==> config.mk <==
export PLATFORM = sky130hd
export DESIGN_NAME = spq_cell
export DESIGN_NICKNAME = d
export VERILOG_FILES = /design/src/rtl/spq_pkg.sv /design/src/rtl/spq_cell.sv
export SDC_FILE = /design/constraint.sdc
export NUM_CORES = 1
export LEC_CHECK = 0
export ABC_AREA = 1
export BUFFER_PORTS_ARGS = -buffer_cell sky130_fd_sc_hd__buf_2
export CORE_MARGIN = 3
export CORE_UTILIZATION = 40
export CTS_CLUSTER_SIZE = 25
export DETAILED_ROUTE_END_ITERATION = 10
export PLACE_DENSITY = 0.77
export SETUP_SLACK_MARGIN = 0.5
export SYNTH_ARGS = -nofsm -noshare
export SYNTH_HDL_FRONTEND = slang
export SYNTH_SLANG_ARGS = --single-unit
==> constraint.sdc <==
create_clock -name clock -period 4.4 [get_ports clock]
set_input_delay 0.66 -clock clock [delete_from_list [all_inputs] [get_ports clock]]
set_output_delay 0.66 -clock clock [all_outputs]
set_load 0.01 [all_outputs]
==> src/rtl/spq_pkg.sv <==
// Shared types and codes for the sorted priority queue.
package spq_pkg;

   localparam int DATA_W = 32;

   // Command codes carried on the request channel
   typedef enum logic [1:0] {
      CMD_INSERT  = 2'd0,
      CMD_EXTRACT = 2'd1,
      CMD_PEEK    = 2'd2,
      CMD_CHANGE  = 2'd3
   } cmd_type;

   // Status codes returned with every response word
   typedef enum logic [1:0] {
      STAT_OK        = 2'd0,
      STAT_EMPTY     = 2'd1,
      STAT_FULL      = 2'd2,
      STAT_NOT_FOUND = 2'd3
   } status_type;

   // Per-cycle operation broadcast to every cell
   typedef enum logic [1:0] {
      CELL_HOLD   = 2'd0,
      CELL_INSERT = 2'd1,
      CELL_SHIFT  = 2'd2,
      CELL_REMOVE = 2'd3
   } cell_op_type;

   typedef struct packed {
      cell_op_type              op;
      logic signed [DATA_W-1:0] new_value;
      logic signed [DATA_W-1:0] new_priority;
   } cell_ctrl_type;

   // Sequencer states
   typedef enum logic {
      ST_IDLE     = 1'b0,
      ST_REINSERT = 1'b1
   } state_type;

endpackage

==> src/rtl/spq_cell.sv <==
// One storage cell of the queue: holds one entry and trades it with its neighbors.
module spq_cell
   import spq_pkg::*;
(
   input  logic                     clock,
   input  cell_ctrl_type            ctrl,
   input  logic                     occupied,
   input  logic                     found,
   input  logic                     left_lt,
   input  logic signed [DATA_W-1:0] left_value,
   input  logic signed [DATA_W-1:0] left_priority,
   input  logic signed [DATA_W-1:0] right_value,
   input  logic signed [DATA_W-1:0] right_priority,
   input  logic                     right_suffix,
   output logic                     lt_out,
   output logic                     suffix_out,
   output logic signed [DATA_W-1:0] value_out,
   output logic signed [DATA_W-1:0] priority_out
);

   logic signed [DATA_W-1:0] value_ff;
   logic signed [DATA_W-1:0] value_in;
   logic signed [DATA_W-1:0] priority_ff;
   logic signed [DATA_W-1:0] priority_in;
   logic                     match;

   // Compare against the incoming word: free slots sort below everything
   assign lt_out       = !occupied || (priority_ff < ctrl.new_priority);
   assign match        = occupied && (value_ff == ctrl.new_value);
   assign suffix_out   = match || right_suffix;
   assign value_out    = value_ff;
   assign priority_out = priority_ff;

   // Pick next contents: hold, take new word, or take a neighbor
   always_comb begin
      value_in    = value_ff;
      priority_in = priority_ff;
      case (ctrl.op)
         CELL_INSERT: begin
            if (lt_out) begin
               if (left_lt) begin
                  value_in    = left_value;
                  priority_in = left_priority;
               end else begin
                  value_in    = ctrl.new_value;
                  priority_in = ctrl.new_priority;
               end
            end
         end
         CELL_SHIFT: begin
            value_in    = right_value;
            priority_in = right_priority;
         end
         CELL_REMOVE: begin
            if (found && !right_suffix) begin
               value_in    = right_value;
               priority_in = right_priority;
            end
         end
         default: begin
            value_in    = value_ff;
            priority_in = priority_ff;
         end
      endcase
   end

   always_ff @(posedge clock) begin
      value_ff    <= value_in;
      priority_ff <= priority_in;
   end

endmodule

# After elaboration in Yosys (flattened, before gate mapping)
# Cells that the tools add are included.
[totals]
register_bits = 64
latch_bits = 0
ram_bits = 0
romBits = 0
in_bits = 199
output_inout_bits = 66
wordCells = 25
mem_count = 0
[op_classes]
addsub = 0
mul = 0
div = 0
n_lt_le_gt_ge = 1
n_eq_ne = 6
shifts = 0
mux = 8
bitwise = 0
reduce_logical = 8
[ops]
columns = ["operator", "n"]
rows = [
  ["$mux W32", 6],
  ["$pmux W32 S3", 2],
  ["$eq A32 B32 Y1", 1],
  ["$lt A32 B32 Y1", 1],
  ["$eq A2 B2 Y1 const B", 2],
  ["$ne A2 B2 Y1 const B", 2],
  ["$reduce_and A3 Y1", 1],
  ["$reduce_bool A3 Y1", 1],
  ["$eq A2 B1 Y1 const B", 1],
  ["$logic_and A1 B1 Y1", 2],
  ["$logic_not A1 Y1", 2],
  ["$logic_or A1 B1 Y1", 2],
]

# Logic depth before layout (Yosys ltp)
[depth]
word_depth = 4
depth_mapped = 16
ltp_nobuf = 16

# Least setup slack after synthesis
# Ideal clock, no wire load.
[synth_path]
kind = "input-to-reg"
from = "input port ctrl[5] in the netlist's numbering"
to = "register priority_ff[0] (netlist: priority_out[0]) (enable)"
setup_ns = 0.424
t_arrival_ns = 3.072
t_required_ns = 3.976
setup_slack_ns = 0.904
stages = 13
n_path_buf = 0
cell_sequence = "inv_1 ha_1 a21oi_1 nor2_1 nor3_2 nand2_1 nand2_1 nand2_1 nand2_1 nand3_1 nand3_2 nand2_1 nand2_1"
[synth_between]
elab_chain_len = 4
[synth_rtl]
columns = ["element", "line", "text"]
rows = [
  ["from (decl)", "spq_cell.sv:6", "input cell_ctrl_type ctrl,"],
  ["$lt A32 B32 Y1", "spq_cell.sv:28", "assign lt_out = !occupied || (priority_ff < ctrl.new_priority);"],
  ["$logic_or A1 B1 Y1", "spq_cell.sv:28", ""],
  ["net lt_out", "spq_cell.sv:15", "output logic lt_out,"],
  ["$ne A2 B2 Y1 (no line)", "--", ""],
  ["$reduce_and A3 Y1 (no line)", "--", ""],
  ["to (signal assigned)", "spq_cell.sv:69", "priority_ff <= priority_in;"],
  ["to (decl)", "spq_cell.sv:23", "logic signed [DATA_W-1:0] priority_ff;"],
]
# The timed path passes the listed nets, and every way through them passes these cells.
# A chain may end at the register's enable or synchronous reset.

# Final worst setup path
[layout_path]
from = "input port ctrl[5] in the netlist's numbering"
to = "register value_ff[11] (netlist: value_out[11]) (enable)"
[layout_between]
elab_chain_len = 4
[layout_rtl]
columns = ["element", "line", "text"]
rows = [
  ["$lt A32 B32 Y1", "spq_cell.sv:28", ""],
  ["$logic_or A1 B1 Y1", "spq_cell.sv:28", ""],
  ["$ne A2 B2 Y1 (no line)", "--", ""],
  ["$reduce_and A3 Y1 (no line)", "--", ""],
  ["to (signal assigned)", "spq_cell.sv:68", "value_ff <= value_in;"],
  ["to (decl)", "spq_cell.sv:21", "logic signed [DATA_W-1:0] value_ff;"],
]
# No other way between the ends.

==> summary.txt <==
Setup path
  • Bufs and invs on worst path: 3
  • Kind of critical path: primary input to flip-flop
  • Worst Setup Start Kind: primary input
  • Category of cells accounting for the largest share of critical-path delay: simple AND/OR/NAND/NOR gates
  • Critical path, cell by cell: buf_2 > inv_1 > ha_1 > a21oi_1 > nor2_1 > nor3_2 > nand2_1 > nand2_1 > nand2_1 > nand2_1 > nand3_1 > nand3_2 > nand2_1 > nand2_2 > buf_12
  • Cell with the most instances on the worst path: nand2_1
  • Category of the worst setup path capture point: flip-flop
  • Critical Path Max Stage Delay: 0.49 ns
  • Largest driver fanout on the critical path: 40
  • Data required time of the critical path: 4.42 ns
  • Critical path data arrival time: 2.75 ns
  • CP max stage cell: nand2_2

Job
  • # Max-Cap Violations: 0

Finish
  • Area growth from synthesis to layout: 35.52%
  • Fraction of layout cells with a size suffix above 1: 0.3495
  • Layout Utilization: 0.5594
  • Leading cell types in the layout, fill and taps excluded: buf_2, a21oi_1, nand2_1
  • Final net count: 1051
  • Storage cell area: 1922 µm²
  • Final design area excluding fillers: 6091 µm²
  • Area occupied by multi-input gates: 2208 µm²
  • Number of antenna repair diodes: 0
  • Fill count: 1066
  • Most common cell after layout, fill and taps aside: buf_2

Synthesis
  • Number of enable flip-flop cells after synthesis: 64
  • Async set or reset register ratio after synthesis: 0
  • Yosys top cell area share: 0.4276
  • Flops & latches, synth: 64
  • Post-synth top flop: edfxtp_1
  • Leading cell types by total area after synthesis: edfxtp_1, a21oi_1, nand2_1, ha_1, nor2_1
  • Synthesized net count: 800
  • Number of instances in the synthesized netlist: 570
  • Post-Synthesis Cell Area: 4494 µm²
  • Yosys warning total: 0
  • Synthesized area per cell: 7.885 µm²
  • Cell accounting for the most synthesized area: edfxtp_1
  • Share of synthesized area occupied by flip-flops and latches: 0.4276
  • Count of different cell masters after synthesis: 29

Drt
  • Met2 wire len: 6978 µm
  • Pre-antenna DRT Iters: 4
  • Overall via count from detail_route: 4784
  • Wire length on met3: 1178 µm
  • Initial detailed-routing violation count: 215
  • Detail-routed via count per cell: 4.963
  • DRT met1 WL: 5468 µm
  • Sum of routed wire length over all layers: 13960 µm
  • Post-detailed-route count of antenna-violating nets: 0
  • Top layer reached by signal wires: met4
  • Drt wl/cell: 14.48 µm
  • Residual DRC count: 0

Clock tree
  • Clock buffer count from CTS: 9
  • Count of clock tree sinks: 64
  • Longest Clk Path Bufs: 2
  • Buffer count from post-CTS setup fixing: 0
  • Clock Pin Slew Worst Setup and Hold Paths: 0.08 ns
  • Gates resized, CTS repair: 0
  • Worst-Skew Late Latency: 0.33 ns
  • TritonCTS clock tree: done
  • Number of hold buffers added after cts: 0
  • H-tree depth reported by CTS: 3
  • Clock root cell: clkbuf_8

STA
  • Transition time at the pin with the least slew margin: 0.9719 ns
  • Final critical-path share of the clock period: 0.6208
  • Clock skew after layout: 0.01647 ns
  • Slew headroom: 0.3511
  • Final-report setup violation count: 0
  • Setup total negative slack: 0 ns
  • Clock period minus worst slack: 2.732 ns
  • Worst Setup Slack, final: 1.668 ns
  • Max frequency: 0.3661 GHz
  • Number of hold violations in the final report: 0
  • Setup repair after global routing missed its margin: no
  • Max-slew violation total from the final report: 0
  • Worst hold slack after final layout: 0.5899 ns

Global routing
  • Gr ovfl total: 0
  • Number of global-route vias before repair: 4774
  • First-pass GRT wire length: 22270 µm
  • Total global routing track utilization: 0.2188
  • Number of antenna violations at the first check in global routing: 0
  • Pin count of the biggest net entering global routing: 73

Placement
  • Total cell area at the placement stage: 5917 µm²
  • Worst slack at placement: 1.288 ns
  • Number of port buffers: 264
  • Final weighted congestion in routability-driven placement: 0.8341
  • Post-DP HPWL: 10850 µm

Hold path
  • Min-Delay Path Class: primary input to flip-flop

Floorplanning
  • Top-Level Pins: 265
  • Horizontal die dimension: 112 µm
  • Std cell rows: 38
  • Initial cell density of the core: 0.4128
  • Core Region: 10890 µm²
  • Area enclosed by the die boundary: 12540 µm²
  • Die Height: 112 µm

Pwr
  • Leakage power figure: 0.003085 µW
  • Cell Pwr Density: 282.3 nW/µm²
  • IR Drop Worst-Case VDD: 0.1944 mV

Run status
  • Run status: complete, no violations
cells in the mapped netlist, types with 2 or more instances:
cell type,count
a21oi_1,128
nand2_1,114
nor2_1,72
inv_1,65
edfxtp_1,64
ha_1,31
clkbuf_1,15
buf_2,11
o21ai_0,11
o211ai_1,8
xor2_1,8
xnor2_1,7
nand4_1,5
o21a_1,5
a211oi_1,4
nand3_1,4
nor3_1,3
buf_1,2
o21ai_1,2
o22ai_1,2
through the flow:
stage	instances	total power, µW
3_5_place_dp	950	1269
5_1_grt	964	1833
3_3_place_gp	950	1261
2_1_floorplan	570	1048
4_1_cts	964	1742
6_report	964	1720
power breakdown:
| part | total [µW] | leakage [µW] | internal, µW | switching [µW] |
|---|---|---|---|---|
| logic | 469 | 0.00238 | 203 | 266 |
| clock network | 469 | 0.0000860 | 251 | 218 |
| registers | 782 | 0.000615 | 749 | 32.9 |
| total | 1720 | 0.00309 | 1200 | 517 |
cells by family after synthesis:
group                    Yosys count  share of synthesized area
adder cells (fa/ha/maj)           31                    0.08630
AO/OA/AOI/OAI                    164                     0.1965
AND/OR/NAND/NOR                  202                     0.1787
flip-flops                        64                     0.4276
XOR/XNOR                          15                    0.02923
buffers and inverters             94                    0.08157
layout make-up:
type | count | share of cell area
Multi-Input combinational cell | 412 | 0.3626
Clock inverter | 5 | 0.008217
Sequential cell | 64 | 0.3155
Inverter | 66 | 0.04067
Timing Repair Buffer | 268 | 0.2239
Clock buffer | 9 | 0.02034
Tap cell | 140 | 0.02876
flip-flops by register name, summed over array words and instances (netlist names):
name / flops
priority_out: 32
value_out: 32
per-layer routing:
layer  vias to the layer above  global-route usage
met5                         -                   0
met2                       196              0.3873
met1                      2137              0.2577
met3                        28             0.06304
met4                         0             0.06490
li1                       2423                   -
path summary, 6_finish.rpt:
path	start	end	slack [ns]	cells past startpoint
setup reg to reg	priority_out[31]	value_out[11]	1.70	12
hold / removal	right_value[26]	value_out[26]	0.59	3
hold reg to reg	priority_out[31]	value_out[29]	1.56	6
setup / recovery	ctrl[5]	value_out[11]	1.67	15
worst register-to-register path, stage by stage (launching register included):
cell	delay (ns)
edfxtp_1	0.43
ha_1	0.39
nand4_1	0.11
inv_1	0.09
nand4_2	0.09
nor2_1	0.13
nand2_1	0.08
nand2_1	0.06
nand2_1	0.06
nand3_2	0.06
nand2_1	0.06
nand2_2	0.49
buf_12	0.32
No activity file was read; power rests on OpenSTA's default activity.
